### src/rtl/ipatp_pkg.sv
// ----------------------------------------------------------------------------
// IP address text parser package
// Transfer types, character codes, syntax flags and status codes.
// ----------------------------------------------------------------------------
package ipatp_pkg;

  // One character of address text and the family it belongs to
  typedef struct packed {
    logic [7:0] text_char;
    logic [1:0] family;
  } in_item_t;

  // One parse result, produced at the terminator
  typedef struct packed {
    logic [1:0]  status;
    logic [63:0] addr_high;
    logic [63:0] addr_low;
  } out_item_t;

  // Address families
  localparam logic [1:0] FAM_IPV4 = 2'd0;
  localparam logic [1:0] FAM_IPV6 = 2'd1;

  // Result status codes
  localparam logic [1:0] ST_MALFORMED   = 2'd0;
  localparam logic [1:0] ST_OK          = 2'd1;
  localparam logic [1:0] ST_UNSUPPORTED = 2'd2;

  // Syntax flags of the IPv6 scanner
  localparam logic [2:0] FLAG_COLON_OK  = 3'b001;
  localparam logic [2:0] FLAG_COLON_WAS = 3'b010;
  localparam logic [2:0] FLAG_DIGIT_OK  = 3'b100;

  // Characters
  localparam logic [7:0] CH_NUL   = 8'h00;
  localparam logic [7:0] CH_DOT   = 8'h2E;
  localparam logic [7:0] CH_COLON = 8'h3A;
  localparam logic [7:0] CH_0     = 8'h30;
  localparam logic [7:0] CH_9     = 8'h39;
  localparam logic [7:0] CH_UA    = 8'h41;
  localparam logic [7:0] CH_UF    = 8'h46;
  localparam logic [7:0] CH_LA    = 8'h61;
  localparam logic [7:0] CH_LF    = 8'h66;

  // Nibble budget of a full IPv6 address, and parse limits
  localparam logic [5:0] NIBBLES_FULL   = 6'd32;
  localparam logic [5:0] DOT_NL_MIN     = 6'd5;
  localparam logic [5:0] DOT_NL_MAX     = 6'd27;
  localparam logic [9:0] DEC_SATURATE   = 10'd1023;
  localparam logic [9:0] OCTET_MAX      = 10'd255;

endpackage

### src/rtl/ip_address_text_parser.sv
// ----------------------------------------------------------------------------
// IP address text parser
// Parses IPv4 dotted decimal and IPv6 text one character per transfer and
// returns status and the 128-bit address at the terminating zero byte.
// ----------------------------------------------------------------------------
// Throughput: one character per cycle; the parse state updates at each input
//   transfer through one level of compare, small add and group shift logic.
// Latency: the result is valid in the cycle after the terminator transfer and
//   holds in the output register until taken; while it waits untaken, every
//   input transfer stalls.
// Reset: rst clears parse state to "start of string" and empties the output.
module ip_address_text_parser (
  input  logic                 clk,
  input  logic                 rst,
  input  logic                 text_valid,
  output logic                 text_ready,
  input  ipatp_pkg::in_item_t  text_data,
  output logic                 result_valid,
  input  logic                 result_ready,
  output ipatp_pkg::out_item_t result_data
);

  // Parse state
  logic [1:0]   family_latched;
  logic         at_string_start;
  logic         failed;
  logic [2:0]   syntax_flags;
  logic [5:0]   nibbles_left;
  logic         compression_seen;
  logic [15:0]  group_value;
  logic [9:0]   group_decimal;
  logic         group_has_letter;
  logic [127:0] head_groups;
  logic [127:0] tail_groups;
  logic         dotted_mode;
  logic [7:0]   octet_values [4];
  logic [1:0]   octet_index;

  logic [1:0]   family_latched_next;
  logic         at_string_start_next;
  logic         failed_next;
  logic [2:0]   syntax_flags_next;
  logic [5:0]   nibbles_left_next;
  logic         compression_seen_next;
  logic [15:0]  group_value_next;
  logic [9:0]   group_decimal_next;
  logic         group_has_letter_next;
  logic [127:0] head_groups_next;
  logic [127:0] tail_groups_next;
  logic         dotted_mode_next;
  logic [7:0]   octet_values_next [4];
  logic [1:0]   octet_index_next;
  ipatp_pkg::out_item_t result_next;

  logic accept;
  logic is_end;

  // Accept a character whenever the output register is free or being drained
  assign text_ready = !result_valid || result_ready;
  assign accept     = text_valid && text_ready;
  assign is_end     = (text_data.text_char == ipatp_pkg::CH_NUL);

  // Next parse state and result for the presented character
  always_comb begin
    logic [7:0]   c;
    logic [1:0]   fam;
    logic         is_dec;
    logic         is_hex;
    logic [3:0]   d;
    logic [11:0]  oct_sum;
    logic [13:0]  dec_sum;
    logic [15:0]  gv_new;
    logic [5:0]   nl;
    logic [5:0]   nl_dec;
    logic [2:0]   fl;
    logic [127:0] tail_fin;
    logic [5:0]   nl_fin;
    logic         ok;

    c   = text_data.text_char;
    fam = at_string_start ? text_data.family : family_latched;
    nl  = nibbles_left;

    is_dec = (c >= ipatp_pkg::CH_0) && (c <= ipatp_pkg::CH_9);
    is_hex = is_dec
          || ((c >= ipatp_pkg::CH_UA) && (c <= ipatp_pkg::CH_UF))
          || ((c >= ipatp_pkg::CH_LA) && (c <= ipatp_pkg::CH_LF));
    d      = is_dec ? c[3:0] : (is_hex ? c[3:0] + 4'd9 : 4'd0);

    oct_sum = ({4'b0, octet_values[octet_index]} << 3)
            + ({4'b0, octet_values[octet_index]} << 1) + {8'b0, d};
    dec_sum = ({4'b0, group_decimal} << 3) + ({4'b0, group_decimal} << 1)
            + {10'b0, d};
    gv_new  = {group_value[11:0], d};
    nl_dec  = nl - 6'd1;
    fl      = syntax_flags & ~ipatp_pkg::FLAG_COLON_WAS;
    tail_fin = tail_groups;
    nl_fin   = nl;
    ok       = !failed;

    // Hold by default
    family_latched_next   = family_latched;
    at_string_start_next  = at_string_start;
    failed_next           = failed;
    syntax_flags_next     = syntax_flags;
    nibbles_left_next     = nibbles_left;
    compression_seen_next = compression_seen;
    group_value_next      = group_value;
    group_decimal_next    = group_decimal;
    group_has_letter_next = group_has_letter;
    head_groups_next      = head_groups;
    tail_groups_next      = tail_groups;
    dotted_mode_next      = dotted_mode;
    octet_values_next     = octet_values;
    octet_index_next      = octet_index;
    result_next           = '0;

    if (at_string_start) begin
      family_latched_next  = text_data.family;
      at_string_start_next = 1'b0;
    end

    if (!is_end) begin
      if (!failed && (fam == ipatp_pkg::FAM_IPV4
                      || (fam == ipatp_pkg::FAM_IPV6 && dotted_mode))) begin
        // Dotted decimal: accumulate octet, advance on dot
        if (is_dec) begin
          if (oct_sum > 12'd255) failed_next = 1'b1;
          else octet_values_next[octet_index] = oct_sum[7:0];
        end else if (c == ipatp_pkg::CH_DOT) begin
          if (octet_index == 2'd3) begin
            failed_next = 1'b1;
          end else begin
            octet_index_next = octet_index + 2'd1;
            octet_values_next[octet_index + 2'd1] = 8'd0;
          end
        end else begin
          failed_next = 1'b1;
        end
      end else if (!failed && fam == ipatp_pkg::FAM_IPV6) begin
        // IPv6 hex groups
        if (nl == 6'd0) begin
          failed_next = 1'b1;
        end else if (syntax_flags[0] && c == ipatp_pkg::CH_COLON) begin
          if (syntax_flags[1]) begin
            // Second colon: move the groups so far to the head
            if (compression_seen) begin
              failed_next = 1'b1;
            end else begin
              head_groups_next      = tail_groups << {nl[5:2], 4'b0000};
              tail_groups_next      = '0;
              nibbles_left_next     = nl - 6'd4;
              compression_seen_next = 1'b1;
              syntax_flags_next     = ipatp_pkg::FLAG_DIGIT_OK;
            end
          end else begin
            if (nl[1:0] != 2'd0) begin
              nibbles_left_next     = {nl[5:2], 2'b00};
              tail_groups_next      = {tail_groups[111:0], group_value};
              group_value_next      = '0;
              group_decimal_next    = '0;
              group_has_letter_next = 1'b0;
              syntax_flags_next     = syntax_flags | ipatp_pkg::FLAG_COLON_WAS;
            end else if (nl == ipatp_pkg::NIBBLES_FULL) begin
              syntax_flags_next = ipatp_pkg::FLAG_COLON_OK | ipatp_pkg::FLAG_COLON_WAS;
            end else begin
              syntax_flags_next = ipatp_pkg::FLAG_COLON_OK | ipatp_pkg::FLAG_DIGIT_OK
                                | ipatp_pkg::FLAG_COLON_WAS;
            end
          end
        end else if (syntax_flags[2] && is_hex) begin
          // Hex digit: shift into the group, close it when full
          nibbles_left_next = nl_dec;
          if (nl_dec[1:0] == 2'd0) begin
            syntax_flags_next     = ipatp_pkg::FLAG_COLON_OK;
            tail_groups_next      = {tail_groups[111:0], gv_new};
            group_value_next      = '0;
            group_decimal_next    = '0;
            group_has_letter_next = 1'b0;
          end else begin
            group_value_next = gv_new;
            if (!is_dec) group_has_letter_next = 1'b1;
            else group_decimal_next = (dec_sum > 14'd1023) ? ipatp_pkg::DEC_SATURATE
                                                           : dec_sum[9:0];
            if (fl == ipatp_pkg::FLAG_DIGIT_OK && nl_dec > 6'd4)
              syntax_flags_next = ipatp_pkg::FLAG_COLON_OK | ipatp_pkg::FLAG_DIGIT_OK;
            else
              syntax_flags_next = fl;
          end
        end else if (syntax_flags[2] && c == ipatp_pkg::CH_DOT
                     && nl >= ipatp_pkg::DOT_NL_MIN && nl <= ipatp_pkg::DOT_NL_MAX
                     && nl[1:0] != 2'd0) begin
          // Switch to the embedded dotted IPv4 part
          if (group_has_letter || group_decimal > ipatp_pkg::OCTET_MAX) begin
            failed_next = 1'b1;
          end else begin
            octet_values_next[0] = group_decimal[7:0];
            octet_values_next[1] = 8'd0;
            octet_values_next[2] = 8'd0;
            octet_values_next[3] = 8'd0;
            octet_index_next     = 2'd1;
            nibbles_left_next    = {nl[5:2] - 4'd1, 2'b00};
            syntax_flags_next    = syntax_flags & ~ipatp_pkg::FLAG_COLON_WAS;
            dotted_mode_next     = 1'b1;
          end
        end else begin
          failed_next = 1'b1;
        end
      end
    end else begin
      // Terminator: finish the address and build the result
      if (dotted_mode) begin
        tail_fin = {tail_groups[95:0], octet_values[0], octet_values[1],
                    octet_values[2], octet_values[3]};
        if (octet_index != 2'd3) ok = 1'b0;
      end else begin
        if (syntax_flags[1]) ok = 1'b0;
        if (nl[1:0] != 2'd0) begin
          tail_fin = {tail_groups[111:0], group_value};
          nl_fin   = {nl[5:2], 2'b00};
        end
      end
      if (!compression_seen && nl_fin != 6'd0) ok = 1'b0;

      if (fam == ipatp_pkg::FAM_IPV4) begin
        if (!failed && octet_index == 2'd3) begin
          result_next.status   = ipatp_pkg::ST_OK;
          result_next.addr_low = {32'd0, octet_values[0], octet_values[1],
                                  octet_values[2], octet_values[3]};
        end else begin
          result_next.status = ipatp_pkg::ST_MALFORMED;
        end
      end else if (fam == ipatp_pkg::FAM_IPV6) begin
        if (ok) begin
          result_next.status    = ipatp_pkg::ST_OK;
          result_next.addr_high = head_groups[127:64] | tail_fin[127:64];
          result_next.addr_low  = head_groups[63:0] | tail_fin[63:0];
        end else begin
          result_next.status = ipatp_pkg::ST_MALFORMED;
        end
      end else begin
        result_next.status = ipatp_pkg::ST_UNSUPPORTED;
      end

      // Return to the start-of-string state
      family_latched_next   = ipatp_pkg::FAM_IPV4;
      at_string_start_next  = 1'b1;
      failed_next           = 1'b0;
      syntax_flags_next     = ipatp_pkg::FLAG_COLON_OK | ipatp_pkg::FLAG_DIGIT_OK;
      nibbles_left_next     = ipatp_pkg::NIBBLES_FULL;
      compression_seen_next = 1'b0;
      group_value_next      = '0;
      group_decimal_next    = '0;
      group_has_letter_next = 1'b0;
      head_groups_next      = '0;
      tail_groups_next      = '0;
      dotted_mode_next      = 1'b0;
      octet_values_next     = '{default: 8'd0};
      octet_index_next      = 2'd0;
    end
  end

  // Advance parse state on each input transfer
  always_ff @(posedge clk) begin
    if (rst) begin
      family_latched   <= ipatp_pkg::FAM_IPV4;
      at_string_start  <= 1'b1;
      failed           <= 1'b0;
      syntax_flags     <= ipatp_pkg::FLAG_COLON_OK | ipatp_pkg::FLAG_DIGIT_OK;
      nibbles_left     <= ipatp_pkg::NIBBLES_FULL;
      compression_seen <= 1'b0;
      group_value      <= '0;
      group_decimal    <= '0;
      group_has_letter <= 1'b0;
      head_groups      <= '0;
      tail_groups      <= '0;
      dotted_mode      <= 1'b0;
      octet_values     <= '{default: 8'd0};
      octet_index      <= 2'd0;
    end else if (accept) begin
      family_latched   <= family_latched_next;
      at_string_start  <= at_string_start_next;
      failed           <= failed_next;
      syntax_flags     <= syntax_flags_next;
      nibbles_left     <= nibbles_left_next;
      compression_seen <= compression_seen_next;
      group_value      <= group_value_next;
      group_decimal    <= group_decimal_next;
      group_has_letter <= group_has_letter_next;
      head_groups      <= head_groups_next;
      tail_groups      <= tail_groups_next;
      dotted_mode      <= dotted_mode_next;
      octet_values     <= octet_values_next;
      octet_index      <= octet_index_next;
    end
  end

  // Load the result register at the terminator, drop it once taken
  always_ff @(posedge clk) begin
    if (rst) begin
      result_valid <= 1'b0;
    end else if (accept && is_end) begin
      result_valid <= 1'b1;
    end else if (result_ready) begin
      result_valid <= 1'b0;
    end
  end

  always_ff @(posedge clk) begin
    if (accept && is_end) result_data <= result_next;
  end

  // Checks
  a_end_gives_result: assert property (@(posedge clk) disable iff (rst)
    accept && is_end |=> result_valid)
    else $error("terminator transfer did not produce a result");

  a_char_gives_none: assert property (@(posedge clk) disable iff (rst)
    accept && !is_end |=> !result_valid)
    else $error("result appeared without a terminator");

  a_fail_zero_addr: assert property (@(posedge clk) disable iff (rst)
    result_valid && result_data.status != ipatp_pkg::ST_OK |->
      result_data.addr_high == 64'd0 && result_data.addr_low == 64'd0)
    else $error("failed result carries a nonzero address");

  a_nibble_bound: assert property (@(posedge clk) disable iff (rst)
    nibbles_left <= ipatp_pkg::NIBBLES_FULL)
    else $error("nibble budget out of range");

endmodule

### config.mk
export PLATFORM = sky130hd
export DESIGN_NAME = ip_address_text_parser
export DESIGN_NICKNAME = d
export VERILOG_FILES = /design/src/rtl/ipatp_pkg.sv /design/src/rtl/ip_address_text_parser.sv
export SDC_FILE = /design/constraint.sdc
export NUM_CORES = 1
export LEC_CHECK = 0
export BUFFER_PORTS_ARGS = -buffer_cell sky130_fd_sc_hd__buf_4
export CORE_MARGIN = 2
export CORE_UTILIZATION = 35
export DETAILED_ROUTE_END_ITERATION = 12
export PLACE_DENSITY = 0.47
export SETUP_SLACK_MARGIN = 0.05
export SLEW_MARGIN = 20
export SYNTH_ARGS = -nofsm -noshare
export SYNTH_HDL_FRONTEND = slang
export SYNTH_SLANG_ARGS = --single-unit
export TNS_END_PERCENT = 1
### constraint.sdc
create_clock -name clk -period 8.3 [get_ports clk]
set_input_delay 1.245 -clock clk [delete_from_list [all_inputs] [get_ports clk]]
set_output_delay 1.245 -clock clk [all_outputs]
set_load 0.05 [all_outputs]
# Word level (Yosys, flattened, before mapping)
# Cells that the tools add are included.
# classes
shift	1
bitwise	9
n_reduce_logical	59
muxes	155
n_eq_ne	35
add_sub_neg	9
n_lt_le_gt_ge	16
# op_table
operator	count
$mux W128	19
$mux W32	13
$mux W64	3
$mux W16	9
$or A64 B64 Y64	2
$shl A128 B8 Y128	1
$mux W10	11
$mux W6	11
$mux W1	48
$reduce_and A8 Y1	5
$mux W2	19
$mux W3	12
$and A32 B32 Y32	1
$bwmux W32	1
$demux W8 S2	2
$mux W8	4
$not A32 Y32	1
$reduce_and A7 Y1	4
$ne A3 B3 Y1 const B	7
$ne A4 B4 Y1 const B	5
$reduce_and A10 Y1	2
$logic_and A1 B1 Y1	19
$bmux W8 S2	1
$eq A8 B6 Y1 const B	2
46 further kinds	82
# word_totals
reg_bits	463
out_inout_bits	132
in_bits	14

# Logic depth before layout (Yosys ltp)
# logic_depth
ltp_word	17
ltp_mapped	18
ltp_nobuf	18

# Worst setup path before layout
# No wires, ideal clock.
# synth_path
path_kind	in2reg
from	in result_ready
to	reg dotted_mode
arrival_time_ps	5299
required_ps	8183
setup_ps	117
path_buffers	1
slack_ps	2884
path_stages	7
cell_sequence	nand2b_1 and2_1 clkbuf_1 nand2_1 inv_1 nor2_1 o21a_1
# synth_between
elab_chain_len	3
# synth_rtl
item	line_no	source
from (decl)	ip_address_text_parser.sv:19	input logic result_ready,
$logic_or A1 B1 Y1	ip_address_text_parser.sv:59	assign text_ready = !result_valid || result_ready;
$logic_and A1 B1 Y1	ip_address_text_parser.sv:60	assign accept = text_valid && text_ready;
$reduce_and A8 Y1 (no source line)	--	
to (signal assigned)	ip_address_text_parser.sv:292	dotted_mode <= dotted_mode_next;
to (decl)	ip_address_text_parser.sv:35	logic dotted_mode;
# No other way between the ends.
# A chain may end at the register's enable or synchronous reset.

# Worst setup path in the final report
# layout_path
from	in text_data[2] (netlist bit)
to	reg octet_values[22] (netlist bit)
# layout_between
elab_chain_len	12
word_cells_on_any_way	40
cone_classes	add/sub: 2; order compare: 7; eq/ne: 9; mux: 7; reduce/logical: 15
# layout_rtl
item	line_no	source
from (decl)	ip_address_text_parser.sv:17	input ipatp_pkg::in_item_t text_data,
branches (longest 12 deep; another with $add A12 B4 Y12)	--	
to (signal assigned)	ip_address_text_parser.sv:293	octet_values <= octet_values_next;
to (decl)	ip_address_text_parser.sv:36	logic [7:0] octet_values [4];
# Parallel ways; which one is timed is not known. The select of a mux whose other input is x is not followed.

==> out/results.txt <==
Drt total wl = 106 mm
Crit path required time = 8820 ps
Die width = 279 um
Setup TNS = 0 ps
Hold_ws = 448 ps
Clock-pin slew on the worst setup and hold paths = 60 ps
Synthesized netlist net count = 3091
Routed Antenna Nets = 0
Vias/cell = 5.95
Clk_lat worst skew = 640 ps
Post-synth cell types = 81
Area share of the largest cell type after synthesis = 25.2%
# resized after CTS = 0
Tcrit/Tclk final = 73.9%
Top FF cell, synth = dfxtp_1
CTS tree = done
Synth Cell Area = 26400 sq um
Post-Route M1 WL = 49.6 mm
Status = finished, final reports clean
Largest net degree at the start of global routing = 182
Core Footprint = 74600 sq um
Postcts setup bufs = 0
Met3 wire length = 7.08 mm
Hpwl dp = 68.8 mm
Critical Path Sink Type = flip-flop
DR vias = 23.8k
Asr flop ratio synth = 0%
Main area contributors after synthesis = dfxtp_1 (25%), edfxtp_1 (15%), mux2_2 (9.5%)
Layout cells sized above 1 = 18.3%
Kind of critical path = in2reg
Starting Density = 35.5%
Worst Hold Class = reg2reg
Min Clock Period, post-route = 6140 ps
Final #Nets = 3055
PwrDens = 168 nW/um^2
Clock buffer depth = 3
Mapped Avg Cell Area = 8.75 sq um
DR top layer = met5
Clock Sinks = 463
Ys Warns = 0
Slew @ Worst Pin = 1180 ps
Fmax = 0.163 GHz
Post-synth EDFFs = 130
Starting DRT DRC Count = 2278
Gpl congestion = 0.905
CTS Root Cell = clkbuf_16
Site row count = 100
I/O Pins = 146
Final Hold Viols = 0
Global-route wire length before repair = 156 mm
Flip-flop and latch count after synthesis = 463
CP Max Fanout = 51
Final Max Tran Viols = 0
DIE AREA = 77800 sq um
Max-Cap Viols = 0
Routed WL per cell = 26.6 um
CP startpoint kind = input port
Antenna violations before repair = 5
Seq/Total Area, Yosys = 40.0%
Synth area leader = dfxtp_1
Lkg Pwr = 10.6 nW
Die H = 279 um
IO Port Bufs = 145
Layout Skew = 21.7 ps
Final setup viols = 0
H-tree Lvls = 2
RSZ-0062 raised after global routing = false
Post-layout util = 40.2%
Post-CTS Hold Fix Bufs = 0
Vias in the first global route = 22.3k
Met2 routed WL = 46.3 mm
Max_slew headroom = 21.5%
Total GRT Usage = 26.7%
Gate count after technology mapping = 3022
DR DRC count = 0
DR pass1 iterations = 6
GRT overflow = 0
CP arrival = 6650 ps
Peak supply drop = 0.169 mV
Total CTS buffers = 56
Area Growth Syn to Fin = 13.4%
-- path summary, 6_finish.rpt --
check / from / endpoint / slack [ps] / cells past startpoint
setup reg to reg: octet_index[0] / octet_values[22] / 3180 / 12
hold / removal: head_groups[11] / head_groups[11] / 450 / 2
hold reg to reg: head_groups[11] / head_groups[11] / 450 / 2
setup / recovery: text_data[2] / octet_values[22] / 2160 / 17
-- cell families (layout without fill, tap and decap cells) --
group           count (synthesis)  in the layout  synth area share, %
xor+xnor                       11             11                0.364
fa+ha+maj                      55             55                 2.72
other cells                     0              1                    0
flops                         463            463                 40.0
simple gates                 1017           1017                 16.9
compound gates                774            774                 19.1
mux                           383            383                 16.3
buf+inv                       319            329                 4.69
-- registers in the layout, summed over array words and instances (netlist names) --
name	count
group_value	16
group_has_letter	1
result_valid	1
octet_index	2
group_decimal	10
at_string_start	1
result_data	130
dotted_mode	1
compression_seen	1
octet_values	32
nibbles_left	6
failed	1
head_groups	128
tail_groups	128
family_latched	2
syntax_flags	3
-- cell usage after synthesis, types with 4 or more instances --
| cell type | number |
|---|---|
| a2111oi_0 | 5 |
| a211o_1 | 4 |
| a211oi_1 | 137 |
| a21o_1 | 8 |
| a21oi_1 | 269 |
| a22o_1 | 19 |
| a22oi_1 | 112 |
| a311oi_1 | 9 |
| a32o_1 | 7 |
| a41oi_1 | 7 |
| and2_1 | 5 |
| and3_1 | 23 |
| buf_1 | 36 |
| buf_2 | 22 |
| clkbuf_1 | 223 |
| dfxtp_1 | 333 |
| edfxtp_1 | 130 |
| fa_1 | 4 |
| ha_1 | 51 |
| inv_1 | 33 |
| mux2_2 | 224 |
| mux2i_1 | 142 |
| mux4_2 | 14 |
| nand2_1 | 184 |
| nand2b_1 | 7 |
| nand3_1 | 87 |
| nand3b_1 | 11 |
| nand4_1 | 9 |
| nor2_1 | 549 |
| nor2b_1 | 13 |
| nor3_1 | 69 |
| nor3b_1 | 26 |
| nor4b_1 | 10 |
| o211a_1 | 4 |
| o211ai_1 | 6 |
| o21a_1 | 6 |
| o21ai_0 | 91 |
| o22ai_1 | 36 |
| o2bb2ai_1 | 10 |
| o31ai_1 | 10 |
| or2_2 | 5 |
| xnor2_1 | 8 |
-- per-stage QoR --
step	setup slack (ps)	power, W	area [sq um]	instances
2_1_floorplan	2880	0.00246	26400	3022
3_3_place_gp	1770	0.00251	28100	3897
3_5_place_dp	1660	0.00251	28100	3897
4_1_cts	2310	0.00508	30000	4001
5_1_grt	1840	0.00518	30000	4001
6_report	2160	0.00503	30000	4002
-- power by group --
| part | internal (W) | switching, W | total (W) |
|---|---|---|---|
| clock | 0.00152 | 0.00105 | 0.00257 |
| sequential | 0.00231 | 0.00000750 | 0.00232 |
| combinational | 0.0000380 | 0.000109 | 0.000147 |
| total | 0.00387 | 0.00117 | 0.00503 |
-- placed cells by master (no fill, tap or decap), types with 9 or more instances in the layout --
master,count
a211oi_1,137
a21oi_1,269
a22o_1,19
a22oi_1,112
a311oi_1,9
and3_1,21
buf_4,185
clkbuf_1,21
clkbuf_16,57
dfxtp_1,330
edfxtp_1,130
ha_1,50
inv_1,31
mux2_2,224
mux2i_1,142
mux4_2,14
nand2_1,183
nand3_1,86
nand3b_1,11
nand4_1,9
nor2_1,539
nor2_2,9
nor2b_1,13
nor3_1,68
nor3b_1,26
nor4b_1,10
o21ai_0,91
o22ai_1,36
o2bb2ai_1,10
o31ai_1,9
-- worst max-delay path, stage by stage --
cell and delay (ps):
buf_4 190, inv_1 110, ha_1 210, o21ba_2 220, o21a_1 160, buf_4 270, a21oi_1 620, fa_1 570
inv_1 80, ha_1 230, a211oi_1 420, o21ai_0 210, a22oi_1 210, nor2_1 140, nor3b_1 880, a31oi_2 480
a32o_1 390
-- layout make-up --
| cell class | count | area [sq um] |
|---|---|---|
| diodes | 1 | 2.50 |
| clock buffers | 79 | 1520 |
| clock inverters | 25 | 338 |
| fillers | 7506 | 44600 |
| inverters | 36 | 143 |
| multi-input cells | 2240 | 14700 |
| flip-flops and latches | 463 | 10600 |
| well taps | 969 | 1210 |
| repair buffers | 189 | 1460 |
-- layer usage --
layer  track usage [%]  vias to the layer above
met5                 0                        -
met4              8.55                        6
met3              4.01                      152
met2              40.0                      908
met1              39.1                    11800
li1                  -                    10900
(Power assumes the default switching activity.)
